--- src/sv/vrp_pkg.sv ---
// vrp_pkg: shared types, codes and tables for the vertex rotate and project block
`timescale 1ns / 1ps

package vrp_pkg;

   typedef enum logic [3:0] {
      ST_IDLE,
      ST_COPY,
      ST_ANG_ABS,
      ST_ANG_Q100,
      ST_ANG_Q360,
      ST_ANG_REM,
      ST_ANG_LUT,
      ST_MIX,
      ST_PX_LOAD,
      ST_PX_DIV,
      ST_PY_LOAD,
      ST_PY_DIV,
      ST_EMIT
   } state_type;

   localparam logic [1:0] ACT_REFRESH = 2'd0;
   localparam logic [1:0] ACT_TAP     = 2'd1;
   localparam logic [1:0] ACT_LOAD    = 2'd2;
   localparam logic [1:0] ACT_NOP     = 2'd3;

   localparam logic [1:0] CSR_COS_A = 2'd0;
   localparam logic [1:0] CSR_SIN_A = 2'd1;
   localparam logic [1:0] CSR_COS_B = 2'd2;
   localparam logic [1:0] CSR_SIN_B = 2'd3;

   localparam logic signed [15:0] RST_COS = 16'sd32758;
   localparam logic signed [15:0] RST_SIN = 16'sd572;

   localparam int DIV_STEPS  = 12;
   localparam int MAX_POINTS = 8;
   localparam logic signed [18:0] Z_OFFSET = 19'sd49152;

   // ceil(2^26 / 100) and ceil(2^20 / 360)
   localparam logic [19:0] RECIP_100 = 20'd671089;
   localparam logic [11:0] RECIP_360 = 12'd2913;

   localparam logic [15:0] QUARTER_SINE [0:90] = '{
      16'd0,     16'd572,   16'd1144,  16'd1715,  16'd2286,  16'd2856,  16'd3425,
      16'd3993,  16'd4560,  16'd5126,  16'd5690,  16'd6252,  16'd6813,  16'd7371,
      16'd7927,  16'd8481,  16'd9032,  16'd9580,  16'd10126, 16'd10668, 16'd11207,
      16'd11743, 16'd12275, 16'd12803, 16'd13328, 16'd13848, 16'd14364, 16'd14876,
      16'd15383, 16'd15886, 16'd16383, 16'd16876, 16'd17364, 16'd17846, 16'd18323,
      16'd18794, 16'd19260, 16'd19720, 16'd20173, 16'd20621, 16'd21062, 16'd21497,
      16'd21925, 16'd22347, 16'd22762, 16'd23170, 16'd23571, 16'd23964, 16'd24351,
      16'd24730, 16'd25101, 16'd25465, 16'd25821, 16'd26169, 16'd26509, 16'd26841,
      16'd27165, 16'd27481, 16'd27788, 16'd28087, 16'd28377, 16'd28659, 16'd28932,
      16'd29196, 16'd29451, 16'd29697, 16'd29934, 16'd30162, 16'd30381, 16'd30591,
      16'd30791, 16'd30982, 16'd31163, 16'd31335, 16'd31498, 16'd31650, 16'd31794,
      16'd31927, 16'd32051, 16'd32165, 16'd32269, 16'd32364, 16'd32448, 16'd32523,
      16'd32587, 16'd32642, 16'd32687, 16'd32722, 16'd32747, 16'd32762, 16'd32767
   };

   // sine of an angle in 0..359 degrees through the folded quarter table
   function automatic logic signed [15:0] sine_fold(input logic [8:0] r);
      logic [6:0]  idx;
      logic        neg;
      logic [15:0] mag;
      if (r < 9'd90) begin
         idx = 7'(r);
         neg = 1'b0;
      end else if (r < 9'd180) begin
         idx = 7'(9'd180 - r);
         neg = 1'b0;
      end else if (r < 9'd270) begin
         idx = 7'(r - 9'd180);
         neg = 1'b1;
      end else begin
         idx = 7'(9'd360 - r);
         neg = 1'b1;
      end
      mag = QUARTER_SINE[idx];
      return neg ? -$signed(mag) : $signed(mag);
   endfunction

endpackage

--- src/sv/vrp_if.sv ---
// vrp_if: request, response and register write channels
`timescale 1ns / 1ps

interface vrp_req_if;
   logic               valid;
   logic               ready;
   logic [1:0]         action;
   logic signed [15:0] tilt_x;
   logic signed [15:0] tilt_y;
   logic [2:0]         load_index;
   logic signed [15:0] load_x;
   logic signed [15:0] load_y;
   logic signed [15:0] load_z;

   modport source (output valid, action, tilt_x, tilt_y, load_index, load_x, load_y,
                   load_z, input ready);
   modport sink (input valid, action, tilt_x, tilt_y, load_index, load_x, load_y,
                 load_z, output ready);
endinterface

interface vrp_rsp_if;
   logic               valid;
   logic               ready;
   logic [2:0]         point_index;
   logic signed [9:0]  screen_x;
   logic signed [9:0]  screen_y;
   logic               last_point;

   modport source (output valid, point_index, screen_x, screen_y, last_point,
                   input ready);
   modport sink (input valid, point_index, screen_x, screen_y, last_point,
                 output ready);
endinterface

interface vrp_csr_if;
   logic               valid;
   logic               ready;
   logic [1:0]         index;
   logic signed [15:0] data;

   modport source (output valid, index, data, input ready);
   modport sink (input valid, index, data, output ready);
endinterface

--- src/sv/vertex_rotate_project.sv ---
// vertex_rotate_project: rotation and perspective projection of a small vertex set
//
//  channel    dir  word
//  req_port   in   action, tilt_x, tilt_y, load_index, load_x, load_y, load_z
//  rsp_port   out  point_index, screen_x, screen_y, last_point
//  csr_port   in   index, data (spin sine/cosine pairs), always ready
//
// load and tap finish in idle; a tap that leaves free mode runs the copy sweep
// refresh: 4 angles by reciprocal multiplies, then the mix steps per vertex on the shared
// multiplier, plus two divisions per emitted point on the 12-step divider
// req ready only in idle; a point waits in the output register while rsp is stalled
// synchronous reset clears mode, registers and current vertices
`timescale 1ns / 1ps

module vertex_rotate_project #(
   parameter int NUM_VERTICES  = 8,
   parameter int SCREEN_WIDTH  = 240,
   parameter int SCREEN_HEIGHT = 240
) (
   input  logic       clock,
   input  logic       reset,
   vrp_req_if.sink    req_port,
   vrp_rsp_if.source  rsp_port,
   vrp_csr_if.sink    csr_port
);

   localparam int VW         = (NUM_VERTICES > 1) ? $clog2(NUM_VERTICES) : 1;
   localparam int EMIT_COUNT = (NUM_VERTICES < vrp_pkg::MAX_POINTS) ? NUM_VERTICES
                                                                     : vrp_pkg::MAX_POINTS;
   localparam logic signed [12:0] HALF_W = 13'(SCREEN_WIDTH / 2);
   localparam logic signed [12:0] HALF_H = 13'(SCREEN_HEIGHT / 2);
   localparam logic signed [16:0] SIZE_W = 17'(SCREEN_WIDTH);
   localparam logic signed [16:0] SIZE_H = 17'(SCREEN_HEIGHT);

   function automatic logic signed [15:0] round_sat(input logic signed [34:0] s);
      logic signed [34:0] t;
      logic signed [19:0] q;
      t = s + 35'sd16384;
      q = 20'(t >>> 15);
      if (q > 20'sd32767) return 16'sh7fff;
      if (q < -20'sd32768) return 16'sh8000;
      return 16'(q);
   endfunction

   function automatic logic signed [9:0] screen_sat(input logic signed [12:0] p);
      if (p > 13'sd511) return 10'sd511;
      if (p < -13'sd512) return -10'sd512;
      return 10'(p);
   endfunction

   vrp_pkg::state_type state_ff, state_in;
   logic [VW-1:0]      vtx_ff, vtx_in;
   logic [2:0]         step_ff, step_in;
   logic [1:0]         ang_ff, ang_in;
   logic signed [15:0] tx_ff, tx_in, ty_ff, ty_in;
   logic signed [15:0] sine_ff [0:3];
   logic signed [15:0] sine_in;
   logic               sine_we;
   logic signed [33:0] acc_ff, acc_in;
   logic signed [15:0] m0_ff, m0_in, m1_ff, m1_in, m2_ff, m2_in;
   logic signed [9:0]  sx_ff, sx_in;
   logic               ang_neg_ff, ang_neg_in;
   logic [18:0]        ang_mag_ff, ang_mag_in;
   logic [11:0]        ang_q_ff, ang_q_in;
   logic [3:0]         ang_k_ff, ang_k_in;
   logic [8:0]         ang_rem_ff, ang_rem_in;
   logic               free_ff, free_in;
   logic signed [15:0] cos_a_ff, sin_a_ff, cos_b_ff, sin_b_ff;

   logic [29:0]        div_rem_ff, div_ds_ff;
   logic [11:0]        div_q_ff;
   logic [3:0]         div_cnt_ff;
   logic               div_neg_ff;
   logic               div_load, div_step;
   logic [26:0]        div_mag;
   logic               div_negv;
   logic [17:0]        div_d;

   logic               out_valid_ff, out_valid_in;
   logic [2:0]         out_idx_ff, out_idx_in;
   logic signed [9:0]  out_x_ff, out_x_in, out_y_ff, out_y_in;
   logic               out_last_ff, out_last_in;

   logic signed [15:0] orig_x [0:NUM_VERTICES-1];
   logic signed [15:0] orig_y [0:NUM_VERTICES-1];
   logic signed [15:0] orig_z [0:NUM_VERTICES-1];
   logic signed [15:0] cur_x_ff [0:NUM_VERTICES-1];
   logic signed [15:0] cur_y_ff [0:NUM_VERTICES-1];
   logic signed [15:0] cur_z_ff [0:NUM_VERTICES-1];
   logic               copy_we, mix_we, load_we;
   logic signed [15:0] wb_x, wb_y, wb_z;

   logic               req_acc;
   logic signed [16:0] mul_a, mul_b;
   logic signed [33:0] prod;
   logic signed [34:0] sum;
   logic signed [15:0] rnd;
   logic signed [20:0] ang_num;
   logic signed [33:0] prod_mag_s;
   logic signed [18:0] zs;
   logic [17:0]        zdiv;
   logic signed [12:0] qs;
   logic [11:0]        q100;
   logic [3:0]         q360;
   logic [8:0]         rdeg;
   logic               out_free, last_vtx;
   logic signed [15:0] cp, cq, cr, fc, fs, fc2, fs2;

   assign req_port.ready    = (state_ff == vrp_pkg::ST_IDLE);
   assign req_acc           = req_port.valid && req_port.ready;
   assign csr_port.ready    = 1'b1;
   assign rsp_port.valid       = out_valid_ff;
   assign rsp_port.point_index = out_idx_ff;
   assign rsp_port.screen_x    = out_x_ff;
   assign rsp_port.screen_y    = out_y_ff;
   assign rsp_port.last_point  = out_last_ff;
   assign out_free = !out_valid_ff || rsp_port.ready;
   assign last_vtx = (32'(vtx_ff) == NUM_VERTICES - 1);

   // rotation operands: free mode spins current, tilt mode rotates originals
   always_comb begin
      if (free_ff) begin
         cp  = cur_x_ff[vtx_ff];
         cq  = cur_z_ff[vtx_ff];
         cr  = cur_y_ff[vtx_ff];
         fc  = cos_a_ff;
         fs  = sin_a_ff;
         fc2 = cos_b_ff;
         fs2 = sin_b_ff;
      end else begin
         cp  = orig_y[vtx_ff];
         cq  = orig_z[vtx_ff];
         cr  = orig_x[vtx_ff];
         fc  = sine_ff[3];
         fs  = sine_ff[2];
         fc2 = sine_ff[1];
         fs2 = sine_ff[0];
      end
   end

   always_comb begin
      unique case (ang_ff)
         2'd0:    ang_num = -(21'(tx_ff) * 21'sd9);
         2'd1:    ang_num = 21'sd9000 - 21'(tx_ff) * 21'sd9;
         2'd2:    ang_num = 21'(ty_ff) * 21'sd9;
         default: ang_num = 21'sd9000 + 21'(ty_ff) * 21'sd9;
      endcase
   end

   assign prod = mul_a * mul_b;
   assign sum  = 35'(acc_ff) + 35'(prod);
   assign rnd  = round_sat(sum);
   assign prod_mag_s = prod[33] ? -prod : prod;
   assign zs   = 19'(cur_z_ff[vtx_ff]) + vrp_pkg::Z_OFFSET;
   assign zdiv = 18'({zs[16:0], 1'b0}) + zs[17:0];
   assign qs   = div_neg_ff ? -$signed(13'(div_q_ff)) : $signed(13'(div_q_ff));
   // angle magnitude / 100 and quotient / 360 by reciprocal multiplication
   assign q100 = 12'((39'(ang_mag_ff) * 39'(vrp_pkg::RECIP_100)) >> 26);
   assign q360 = 4'((24'(ang_q_ff) * 24'(vrp_pkg::RECIP_360)) >> 20);
   assign rdeg = (ang_neg_ff && ang_rem_ff != 9'd0) ? 9'd360 - ang_rem_ff : ang_rem_ff;

   always_comb begin
      state_in     = state_ff;
      vtx_in       = vtx_ff;
      step_in      = step_ff;
      ang_in       = ang_ff;
      tx_in        = tx_ff;
      ty_in        = ty_ff;
      sine_in      = vrp_pkg::sine_fold(rdeg);
      sine_we      = 1'b0;
      acc_in       = acc_ff;
      m0_in        = m0_ff;
      m1_in        = m1_ff;
      m2_in        = m2_ff;
      sx_in        = sx_ff;
      ang_neg_in   = ang_neg_ff;
      ang_mag_in   = ang_mag_ff;
      ang_q_in     = ang_q_ff;
      ang_k_in     = ang_k_ff;
      ang_rem_in   = ang_rem_ff;
      free_in      = free_ff;
      div_load     = 1'b0;
      div_step     = 1'b0;
      div_mag      = '0;
      div_negv     = 1'b0;
      div_d        = '0;
      out_valid_in = out_valid_ff && !rsp_port.ready;
      out_idx_in   = out_idx_ff;
      out_x_in     = out_x_ff;
      out_y_in     = out_y_ff;
      out_last_in  = out_last_ff;
      copy_we      = 1'b0;
      mix_we       = 1'b0;
      load_we      = 1'b0;
      mul_a        = 17'(cp);
      mul_b        = 17'(fc);
      wb_x         = m0_ff;
      wb_y         = m2_ff;
      wb_z         = rnd;
      if (!free_ff) begin
         wb_x = m2_ff;
         wb_y = m0_ff;
      end

      unique case (state_ff)
         vrp_pkg::ST_IDLE: begin
            if (req_acc) begin
               unique case (req_port.action)
                  vrp_pkg::ACT_REFRESH: begin
                     tx_in    = req_port.tilt_x;
                     ty_in    = req_port.tilt_y;
                     ang_in   = 2'd0;
                     state_in = vrp_pkg::ST_ANG_ABS;
                  end
                  vrp_pkg::ACT_TAP: begin
                     free_in = !free_ff;
                     if (free_ff) begin
                        vtx_in   = '0;
                        state_in = vrp_pkg::ST_COPY;
                     end
                  end
                  vrp_pkg::ACT_LOAD: begin
                     load_we = (32'(req_port.load_index) < NUM_VERTICES);
                  end
                  default: begin
                  end
               endcase
            end
         end
         vrp_pkg::ST_COPY: begin
            copy_we = 1'b1;
            if (last_vtx) begin
               state_in = vrp_pkg::ST_IDLE;
            end else begin
               vtx_in = vtx_ff + 1'b1;
            end
         end
         vrp_pkg::ST_ANG_ABS: begin
            ang_neg_in = ang_num[20];
            ang_mag_in = 19'(ang_num[20] ? -ang_num : ang_num);
            state_in   = vrp_pkg::ST_ANG_Q100;
         end
         vrp_pkg::ST_ANG_Q100: begin
            ang_q_in = q100;
            state_in = vrp_pkg::ST_ANG_Q360;
         end
         vrp_pkg::ST_ANG_Q360: begin
            ang_k_in = q360;
            state_in = vrp_pkg::ST_ANG_REM;
         end
         vrp_pkg::ST_ANG_REM: begin
            ang_rem_in = 9'(ang_q_ff - 12'(ang_k_ff) * 12'd360);
            state_in   = vrp_pkg::ST_ANG_LUT;
         end
         vrp_pkg::ST_ANG_LUT: begin
            sine_we = 1'b1;
            if (ang_ff == 2'd3) begin
               vtx_in   = '0;
               step_in  = '0;
               state_in = vrp_pkg::ST_MIX;
            end else begin
               ang_in   = ang_ff + 2'd1;
               state_in = vrp_pkg::ST_ANG_ABS;
            end
         end
         vrp_pkg::ST_MIX: begin
            unique case (step_ff)
               3'd0: begin mul_a = 17'(cp);    mul_b = 17'(fc);   end
               3'd1: begin mul_a = 17'(cq);    mul_b = -17'(fs);  end
               3'd2: begin mul_a = 17'(cp);    mul_b = 17'(fs);   end
               3'd3: begin mul_a = 17'(cq);    mul_b = 17'(fc);   end
               3'd4: begin mul_a = 17'(cr);    mul_b = 17'(fc2);  end
               3'd5: begin mul_a = 17'(m1_ff); mul_b = -17'(fs2); end
               3'd6: begin mul_a = 17'(cr);    mul_b = 17'(fs2);  end
               default: begin mul_a = 17'(m1_ff); mul_b = 17'(fc2); end
            endcase
            acc_in  = prod;
            step_in = step_ff + 3'd1;
            unique case (step_ff)
               3'd1: m0_in = rnd;
               3'd3: m1_in = rnd;
               3'd5: m2_in = rnd;
               default: begin
               end
            endcase
            if (step_ff == 3'd7) begin
               mix_we = 1'b1;
               if (32'(vtx_ff) < EMIT_COUNT) begin
                  state_in = vrp_pkg::ST_PX_LOAD;
               end else if (last_vtx) begin
                  state_in = vrp_pkg::ST_IDLE;
               end else begin
                  vtx_in = vtx_ff + 1'b1;
               end
            end
         end
         vrp_pkg::ST_PX_LOAD: begin
            mul_a    = 17'(cur_x_ff[vtx_ff]);
            mul_b    = SIZE_W;
            div_load = 1'b1;
            div_negv = prod[33];
            div_mag  = 27'(prod_mag_s);
            div_d    = zdiv;
            state_in = vrp_pkg::ST_PX_DIV;
         end
         vrp_pkg::ST_PX_DIV: begin
            div_step = 1'b1;
            if (div_cnt_ff == 4'(vrp_pkg::DIV_STEPS - 1)) state_in = vrp_pkg::ST_PY_LOAD;
         end
         vrp_pkg::ST_PY_LOAD: begin
            sx_in    = screen_sat(qs + HALF_W);
            mul_a    = 17'(cur_y_ff[vtx_ff]);
            mul_b    = SIZE_H;
            div_load = 1'b1;
            div_negv = prod[33];
            div_mag  = 27'(prod_mag_s);
            div_d    = zdiv;
            state_in = vrp_pkg::ST_PY_DIV;
         end
         vrp_pkg::ST_PY_DIV: begin
            div_step = 1'b1;
            if (div_cnt_ff == 4'(vrp_pkg::DIV_STEPS - 1)) state_in = vrp_pkg::ST_EMIT;
         end
         vrp_pkg::ST_EMIT: begin
            if (out_free) begin
               out_valid_in = 1'b1;
               out_idx_in   = 3'(vtx_ff);
               out_x_in     = sx_ff;
               out_y_in     = screen_sat(qs + HALF_H);
               out_last_in  = (32'(vtx_ff) == EMIT_COUNT - 1);
               step_in      = '0;
               if (last_vtx) begin
                  state_in = vrp_pkg::ST_IDLE;
               end else begin
                  vtx_in   = vtx_ff + 1'b1;
                  state_in = vrp_pkg::ST_MIX;
               end
            end
         end
         default: state_in = vrp_pkg::ST_IDLE;
      endcase
   end

   always_ff @(posedge clock) begin
      if (reset) begin
         state_ff     <= vrp_pkg::ST_IDLE;
         free_ff      <= 1'b0;
         out_valid_ff <= 1'b0;
         vtx_ff       <= '0;
         step_ff      <= '0;
         ang_ff       <= '0;
         cos_a_ff     <= vrp_pkg::RST_COS;
         sin_a_ff     <= vrp_pkg::RST_SIN;
         cos_b_ff     <= vrp_pkg::RST_COS;
         sin_b_ff     <= vrp_pkg::RST_SIN;
      end else begin
         state_ff     <= state_in;
         free_ff      <= free_in;
         out_valid_ff <= out_valid_in;
         vtx_ff       <= vtx_in;
         step_ff      <= step_in;
         ang_ff       <= ang_in;
         if (csr_port.valid && csr_port.ready) begin
            unique case (csr_port.index)
               vrp_pkg::CSR_COS_A: cos_a_ff <= csr_port.data;
               vrp_pkg::CSR_SIN_A: sin_a_ff <= csr_port.data;
               vrp_pkg::CSR_COS_B: cos_b_ff <= csr_port.data;
               default:            sin_b_ff <= csr_port.data;
            endcase
         end
      end
   end

   always_ff @(posedge clock) begin
      tx_ff       <= tx_in;
      ty_ff       <= ty_in;
      acc_ff      <= acc_in;
      m0_ff       <= m0_in;
      m1_ff       <= m1_in;
      m2_ff       <= m2_in;
      sx_ff       <= sx_in;
      ang_neg_ff  <= ang_neg_in;
      ang_mag_ff  <= ang_mag_in;
      ang_q_ff    <= ang_q_in;
      ang_k_ff    <= ang_k_in;
      ang_rem_ff  <= ang_rem_in;
      out_idx_ff  <= out_idx_in;
      out_x_ff    <= out_x_in;
      out_y_ff    <= out_y_in;
      out_last_ff <= out_last_in;
      if (sine_we) sine_ff[ang_ff] <= sine_in;
   end

   // restoring divider, one quotient bit per cycle
   always_ff @(posedge clock) begin
      if (div_load) begin
         div_rem_ff <= 30'(div_mag);
         div_ds_ff  <= 30'(div_d) << (vrp_pkg::DIV_STEPS - 1);
         div_q_ff   <= '0;
         div_cnt_ff <= '0;
         div_neg_ff <= div_negv;
      end else if (div_step) begin
         if (div_rem_ff >= div_ds_ff) begin
            div_rem_ff <= div_rem_ff - div_ds_ff;
            div_q_ff   <= {div_q_ff[10:0], 1'b1};
         end else begin
            div_q_ff   <= {div_q_ff[10:0], 1'b0};
         end
         div_ds_ff  <= div_ds_ff >> 1;
         div_cnt_ff <= div_cnt_ff + 4'd1;
      end
   end

   always_ff @(posedge clock) begin
      if (load_we) begin
         orig_x[VW'(req_port.load_index)] <= req_port.load_x;
         orig_y[VW'(req_port.load_index)] <= req_port.load_y;
         orig_z[VW'(req_port.load_index)] <= req_port.load_z;
      end
   end

   always_ff @(posedge clock) begin
      if (reset) begin
         for (int i = 0; i < NUM_VERTICES; i++) begin
            cur_x_ff[i] <= '0;
            cur_y_ff[i] <= '0;
            cur_z_ff[i] <= '0;
         end
      end else if (copy_we) begin
         cur_x_ff[vtx_ff] <= orig_x[vtx_ff];
         cur_y_ff[vtx_ff] <= orig_y[vtx_ff];
         cur_z_ff[vtx_ff] <= orig_z[vtx_ff];
      end else if (mix_we) begin
         cur_x_ff[vtx_ff] <= wb_x;
         cur_y_ff[vtx_ff] <= wb_y;
         cur_z_ff[vtx_ff] <= wb_z;
      end
   end

endmodule

--- src/flat_wrapper.sv ---
// flat-port wrapper written by rule: the top's interface ports become plain ports
module vertex_rotate_project_flat 
#(
   parameter int NUM_VERTICES  = 8,
   parameter int SCREEN_WIDTH  = 240,
   parameter int SCREEN_HEIGHT = 240
)
  (clock, reset, req_port_valid, req_port_action, req_port_tilt_x, req_port_tilt_y, req_port_load_index, req_port_load_x, req_port_load_y, req_port_load_z, req_port_ready, rsp_port_valid, rsp_port_point_index, rsp_port_screen_x, rsp_port_screen_y, rsp_port_last_point, rsp_port_ready, csr_port_valid, csr_port_index, csr_port_data, csr_port_ready);
  vrp_req_if req_port_i ();
  vrp_rsp_if rsp_port_i ();
  vrp_csr_if csr_port_i ();
  input  logic clock;
  input  logic reset;
  input wire logic [$bits(req_port_i.valid)-1:0] req_port_valid;
  input wire logic [$bits(req_port_i.action)-1:0] req_port_action;
  input wire logic [$bits(req_port_i.tilt_x)-1:0] req_port_tilt_x;
  input wire logic [$bits(req_port_i.tilt_y)-1:0] req_port_tilt_y;
  input wire logic [$bits(req_port_i.load_index)-1:0] req_port_load_index;
  input wire logic [$bits(req_port_i.load_x)-1:0] req_port_load_x;
  input wire logic [$bits(req_port_i.load_y)-1:0] req_port_load_y;
  input wire logic [$bits(req_port_i.load_z)-1:0] req_port_load_z;
  output wire logic [$bits(req_port_i.ready)-1:0] req_port_ready;
  output wire logic [$bits(rsp_port_i.valid)-1:0] rsp_port_valid;
  output wire logic [$bits(rsp_port_i.point_index)-1:0] rsp_port_point_index;
  output wire logic [$bits(rsp_port_i.screen_x)-1:0] rsp_port_screen_x;
  output wire logic [$bits(rsp_port_i.screen_y)-1:0] rsp_port_screen_y;
  output wire logic [$bits(rsp_port_i.last_point)-1:0] rsp_port_last_point;
  input wire logic [$bits(rsp_port_i.ready)-1:0] rsp_port_ready;
  input wire logic [$bits(csr_port_i.valid)-1:0] csr_port_valid;
  input wire logic [$bits(csr_port_i.index)-1:0] csr_port_index;
  input wire logic [$bits(csr_port_i.data)-1:0] csr_port_data;
  output wire logic [$bits(csr_port_i.ready)-1:0] csr_port_ready;
  assign req_port_i.valid = req_port_valid;
  assign req_port_i.action = req_port_action;
  assign req_port_i.tilt_x = req_port_tilt_x;
  assign req_port_i.tilt_y = req_port_tilt_y;
  assign req_port_i.load_index = req_port_load_index;
  assign req_port_i.load_x = req_port_load_x;
  assign req_port_i.load_y = req_port_load_y;
  assign req_port_i.load_z = req_port_load_z;
  assign req_port_ready = req_port_i.ready;
  assign rsp_port_valid = rsp_port_i.valid;
  assign rsp_port_point_index = rsp_port_i.point_index;
  assign rsp_port_screen_x = rsp_port_i.screen_x;
  assign rsp_port_screen_y = rsp_port_i.screen_y;
  assign rsp_port_last_point = rsp_port_i.last_point;
  assign rsp_port_i.ready = rsp_port_ready;
  assign csr_port_i.valid = csr_port_valid;
  assign csr_port_i.index = csr_port_index;
  assign csr_port_i.data = csr_port_data;
  assign csr_port_ready = csr_port_i.ready;
  vertex_rotate_project #(.NUM_VERTICES(NUM_VERTICES), .SCREEN_WIDTH(SCREEN_WIDTH), .SCREEN_HEIGHT(SCREEN_HEIGHT)) u_core (.clock(clock), .reset(reset), .req_port(req_port_i), .rsp_port(rsp_port_i), .csr_port(csr_port_i));
endmodule
--- config.mk ---
export PLATFORM = sky130hd
export DESIGN_NAME = vertex_rotate_project_flat
export DESIGN_NICKNAME = d
export VERILOG_FILES = /design/src/sv/vrp_pkg.sv /design/src/sv/vrp_if.sv /design/src/sv/vertex_rotate_project.sv /design/src/flat_wrapper.sv
export SDC_FILE = /design/constraint.sdc
export NUM_CORES = 2
export LEC_CHECK = 0
export BUFFER_PORTS_ARGS = -buffer_cell sky130_fd_sc_hd__buf_4
export CORE_UTILIZATION = 45
export CTS_BUF_LIST = sky130_fd_sc_hd__clkbuf_4 sky130_fd_sc_hd__clkbuf_8
export CTS_CLUSTER_SIZE = 20
export DETAILED_ROUTE_END_ITERATION = 6
export GPL_ROUTABILITY_DRIVEN = 0
export GPL_TIMING_DRIVEN = 1
export PLACE_DENSITY = 0.64
export SETUP_SLACK_MARGIN = 0.05
export SYNTH_ARGS = -nofsm -noshare
export SYNTH_HDL_FRONTEND = slang
export SYNTH_SLANG_ARGS = --single-unit
--- constraint.sdc ---
create_clock -name clock -period 22.5 [get_ports clock]
set_input_delay 0 -clock clock [delete_from_list [all_inputs] [get_ports clock]]
set_output_delay 0 -clock clock [all_outputs]
set_load 0.05 [all_outputs]
Yosys cells after proc, flatten, opt, wreduce, memory -nomap -nowiden
Memories as Yosys holds them, arrays and structs flattened. A register that Yosys moved wholly into a read port is not among the register bits.
Cells that the tools add are included.
- multiply operators: 6
- muxes and demuxes: 129
- equal/unequal tests: 41
- magnitude comparators: 9
- reductions and logical operators: 44
- bitwise operators: 5
- add/sub/neg operators: 24
- operators with widths (kind ; count):
    $mux W16 ; 22
    $mux W27 ; 5
    $pmux W17 S3 ; 2
    $pmux W17 S5 ; 1
    $mux W3 ; 24
    $pmux W21 S3 ; 1
    $mux W10 ; 6
    $mux W29 ; 2
    $pmux W4 S13 ; 1
    $reduce_or A16 Y1 ; 3
    $mux W1 ; 43
    $mul A16 B5 Y21 const B ; 2
    $mul A19 B20 Y38 const B ; 1
    $add A34 B34 Y35 ; 1
    $add A35 B16 Y35 const B ; 1
    $mul A17 B17 Y34 ; 1
    $neg A16 Y17 ; 2
    $pmux W17 S2 ; 1
    $ge A30 B29 Y1 ; 1
    $sub A30 B29 Y30 ; 1
    $mux W4 ; 7
    $neg A27 Y27 ; 1
    $eq A4 B4 Y1 const B ; 6
    $mul A12 B12 Y24 const B ; 1
    67 further kinds ; 122
- memory bits (writable): 832
- register bits: 347
- output and inout port bits: 27
- word-level logic and storage cells: 299
- memories kept: 8
- memory bits (read-only): 2048
- memories (memory ; words ; width ; rd ports ; clocked after Yosys merged registers in ; wr ports ; line ; source):
    (no name shown) ; 128 ; 16 ; 1 ; 0 ; 0 ; vrp_pkg.sv:77 ; mag = QUARTER_SINE[idx];
    u_core.cur_x_ff ; 8 ; 16 ; 1 ; 1 ; 8 ; vertex_rotate_project.sv:87 ; logic signed [15:0] cur_x_ff [0:NUM_VERTICES-1];
    u_core.cur_y_ff ; 8 ; 16 ; 1 ; 1 ; 8 ; vertex_rotate_project.sv:88 ; logic signed [15:0] cur_y_ff [0:NUM_VERTICES-1];
    u_core.cur_z_ff ; 8 ; 16 ; 1 ; 1 ; 8 ; vertex_rotate_project.sv:89 ; logic signed [15:0] cur_z_ff [0:NUM_VERTICES-1];
    u_core.orig_x ; 8 ; 16 ; 1 ; 1 ; 1 ; vertex_rotate_project.sv:84 ; logic signed [15:0] orig_x [0:NUM_VERTICES-1];
    u_core.orig_y ; 8 ; 16 ; 1 ; 1 ; 1 ; vertex_rotate_project.sv:85 ; logic signed [15:0] orig_y [0:NUM_VERTICES-1];
    2 more memories ; n/a ; n/a ; n/a ; n/a ; n/a ; n/a ;

Longest topological paths before layout
An unclocked memory read counts as a cell.
- depth after elaboration: 15
- depth in mapped cells: 56
- depth with buffers taken out: 51

Worst setup path after synthesis
OpenSTA, ideal clock, no wires.
- path type: flip-flop to flip-flop
- start: register with a tool-made name
- end: memory u_core.cur_z_ff[0][10], data pin
- stages on the path, launching flop included: 51
- setup time: 0.270 ns
- required time: 22.230 ns
- arrival: 12.315 ns
- path slack: 9.915 ns
- buffers on the path: 7
- path through: dfxtp_1 clkbuf_1 clkbuf_1 buf_1 buf_1 buf_1 mux4_2 mux2i_1 o22ai_1 o21ai_0 o211ai_1 a21oi_1 clkbuf_1 nor2_1 fa_1 inv_1 fa_1 fa_1 (+15 left out) xnor2_1 ha_1 ha_1 a21o_1 a21o_1 a21oi_1 o21ai_0 a21oi_1 o21ai_0 o21bai_1 a21oi_1 o21ba_2 xnor2_1 a41o_1 clkbuf_1 a21o_1 o21ai_1 nor2_1
- RTL lines (item ; line):
    end: declaration ; vertex_rotate_project.sv:89

==> qor.tcl <==
set qor(htree_num_levels) 4
set qor(met1_usage_pct) 32.1
set qor(grt_pass1_wl_mm) 331
set qor(detailedPlace.worstSlack_ns) 8.31
set qor(setup_slack_ns) 8.25
set qor(post_drt_wl_per_cell_um) 22.4
set qor(grt_pass1_vias) 55731
set qor(layout-drive-gt1-share_pct) 12.9
set qor(min_clock_period_post_route_ns) 14.25
set qor(fin_skew_ns) 0.107
set qor(setup-violations-final) 0
set qor(dp.final_hpwl_mm) 145
set qor(layout.cells.non_filler) 9611
set qor(drt_first_iter_violations) 5369
set qor(cts_sinks) 1182
set qor(cp_slowest_stage_delay_ns) 0.85
set qor(max-clock-path-buffers) 3
set qor(crit_path_max_delay_cell_type) {dfxtp_4}
set qor(worst_hold_path_type) {in -> reg}
set qor(yosys_warnings) 0
set qor(achievable_freq_mhz) 70.2
set qor(synth_fp_nets) 7870
set qor(synth_ff_type) {edfxtp_1}
set qor(cts_setup_buffers) 0
set qor(required_time_reported_for_the_critical_path_endpoint_ns) 23.31
set qor(worstReg2RegEnd) {u_core.cur_z_ff[3][6]}
set qor(busiest_layer) {met2}
set qor(die_y_um) 419
set qor(routed_via_density) 5.71
set qor(async_flop_share_pct) 0
set qor(synth.avg_cell_area_um2) 11.5
set qor(nets) 8224
set qor(worst_setup_path_start_kind) {flip-flop}
set qor(antenna_found_initial) 10
set qor(port_buffers) 133
set qor(synth_top_cells_by_area) {edfxtp_1 (41%), fa_1 (11%), ha_1 (8.4%)}
set qor(rsz_0062_raised_after_global_routing) {no}
set qor(drc_errors) 0
set qor(area_delta_synth_final_pct) 12.8
set qor(run_status) {completed}
set qor(count_of_unique_library_cells_instantiated_by_yosys) 104
set qor(grt.overflow.total) 0
set qor(end_kind) {flip-flop}
set qor(maxSlewViolCount) 0
set qor(wl_mm) 215
set qor(synth_edf_count) 1071
set qor(clock_tree.root_cell) {clkbuf_8}
set qor(period_share_pct) 63.3
set qor(dieArea_um2) 175000
set qor(detail_route.first_pass.iterations) 6
set qor(yosys_register_bits) 1182
set qor(netlist_area_um2) 78100
set qor(regToRegSetupSlack_ns) 8.25
set qor(multi_input_combinational_cell_area_um2) 39900
set qor(ant_nets) 0
set qor(core-area_um2) 172000
set qor(row_count) 152
set qor(fillerInstances) 15062
set qor(final-seq-area_um2) 34400
set qor(boundaryPins) 135
set qor(seq_area_frac_synth_pct) 44.0
set qor(timing_worst_setup_path_type) {reg -> reg}
set qor(clk_pin_slew_ns) 0.07
set qor(actual_transition_at_the_worst_max_transition_pin_ns) 1.23
set qor(timing.final.hold_violations) 0
set qor(grt_usage_pct) 24.7
set qor(cp-endpoint) {u_core.cur_z_ff[3][6]}
set qor(die_w_um) 419
set qor(ff2ff_path_depth) 47
set qor(floorplan.initialDensity_pct) 45.4
set qor(grt_util_met2_pct) 41.9
set qor(cts_made_buffers) 193
set qor(yosys.area.top_type) {edfxtp_1}
set qor(via_count) 54848
set qor(maximum_number_of_pins_on_one_net_before_global_route_repair) 70
set qor(timing.max_cap.violations) 0
set qor(routing_usage_on_met3_pct) 3.76
set qor(worstSkewPairLatency_ns) 1.01
set qor(cts_tree) {built}
set qor(yosysTopAreaCellShare_pct) 41.2
set qor(cp.arrival_ns) 15.06
set qor(timing.max_slew.rel_slack_pct) 17.6
set qor(worstPathMaxFanout) 41
set qor(postSynthCellCount) 6790
set qor(numPlacedInstances) 9044
set qor(timing.setup.tns_ns) 0
-- routing by layer --
| layer | up-vias | share of wire [%] |
|---|---|---|
| li1 | 24672 | - |
| met1 | 27475 | 41 |
| met2 | 2263 | 49 |
| met3 | 432 | 7.2 |
| met4 | 6 | 3.4 |
| met5 | - | 0.021 |
-- worst max-delay path, delay by kind of cell, from the launching register on --
kind                     cells  cell delay [ns]
buffers and inverters        8             2.09
adder cells (fa/ha/maj)      9             4.14
XOR/XNOR                     2             0.42
AO/OA/AOI/OAI               22             4.10
AND/OR/NAND/NOR              4             1.27
multiplexers                 2             1.00
flip-flops                   1             0.85
-- synthesized netlist by cell type (all sizes together) (24+ instances only) --
| master | count |
|---|---|
| buf | 75 |
| nand3b | 34 |
| ha | 524 |
| o211ai | 37 |
| nand2b | 51 |
| dfxtp | 111 |
| xnor2 | 172 |
| inv | 762 |
| mux4 | 198 |
| edfxtp | 1071 |
| fa | 448 |
| xor2 | 109 |
| a21o | 90 |
| nor2b | 49 |
| or3 | 29 |
| a21oi | 263 |
| nand2 | 489 |
| o21ai | 288 |
| clkbuf | 225 |
| nand3 | 110 |
| nor2 | 833 |
| a211oi | 42 |
| or2 | 31 |
| a31oi | 24 |
| o31ai | 25 |
| mux2 | 66 |
| nor3 | 84 |
| mux2i | 144 |
-- cell type report --
cell class / count / share of cell area [%]
Sequential cell: 1182 / 39.0
Clock buffer: 258 / 3.63
Tap cell: 2310 / 3.28
Inverter: 764 / 3.25
Multi-Input combinational cell: 4544 / 45.2
Timing Repair Buffer: 459 / 4.52
Antenna cell: 6 / 0.0170
Clock inverter: 88 / 1.02
-- cell usage in the layout (no fill, tap or decap), types with 143 or more instances in the layout --
master	instances
a21oi_1	260
clkbuf_8	201
fa_1	448
dlygate4sd3_1	215
mux2i_1	143
mux4_2	198
buf_4	244
o21ai_0	237
inv_1	755
nand2_1	481
edfxtp_1	1071
nor2_1	821
xnor2_1	169
ha_1	524
-- registers in the layout, summed over array words and instances, names as in the netlist, 19 cells and up, named ones only --
signal             cells
u_core.cur_x_ff      128
u_core.cur_y_ff      128
u_core.cur_z_ff      128
u_core.orig_x        128
u_core.orig_y        128
u_core.orig_z        128
u_core.sine_ff        64
u_core.acc_ff         34
u_core.div_rem_ff     30
u_core.div_ds_ff      29
u_core.ang_mag_ff     19
-- logic make-up (layout without fill, tap and decap cells) --
logic type / count (synthesis) / after routing / synth area share (%)
mux: 408 / 408 / 8.51
other cells: 1 / 7 / 0.00480
simple gates: 1821 / 1821 / 10.2
buf+inv: 1064 / 1569 / 5.18
compound gates: 1061 / 1061 / 8.98
xor+xnor: 281 / 281 / 3.17
flops: 1182 / 1182 / 44.0
fa+ha+maj: 972 / 972 / 19.9
-- worst min-delay path by stage --
stage | to | startpoint | depth (start not counted) | slack (ns)
after detailed placement | u_core.ty_ff[11] | req_port_tilt_y[11] | 1 | 0.18
after global placement | u_core.tx_ff[6] | req_port_tilt_x[6] | 1 | 0.18
after floorplan | u_core.orig_x[0][0] | req_port_load_x[0] | 0 | 0.1
final | u_core.sin_b_ff[7] | reset | 3 | 0.13
after CTS | u_core.sin_b_ff[7] | reset | 3 | 0.01
after global routing | u_core.orig_z[0][7] | req_port_load_index[2] | 4 | 0.11
-- what timing repair did --
action	in CTS	in global routing
resized for setup	0	0
hold endpoints to repair	660	0
hold buffers	215	0
-- stage by stage --
step / utilization (%) / hold WS, ns / area (um2)
after floorplan: - / 0.0989 / 78100
after global placement: 47.6 / 0.181 / 81900
after detailed placement: 47.6 / 0.180 / 81900
after CTS: 51.2 / 0.0125 / 88100
after global routing: 51.3 / 0.113 / 88100
final: 51.3 / 0.129 / 88100
Power is left out: the tool's default activity adds up to more than one toggle a clock period on the data nets, which glitch-free logic cannot reach.
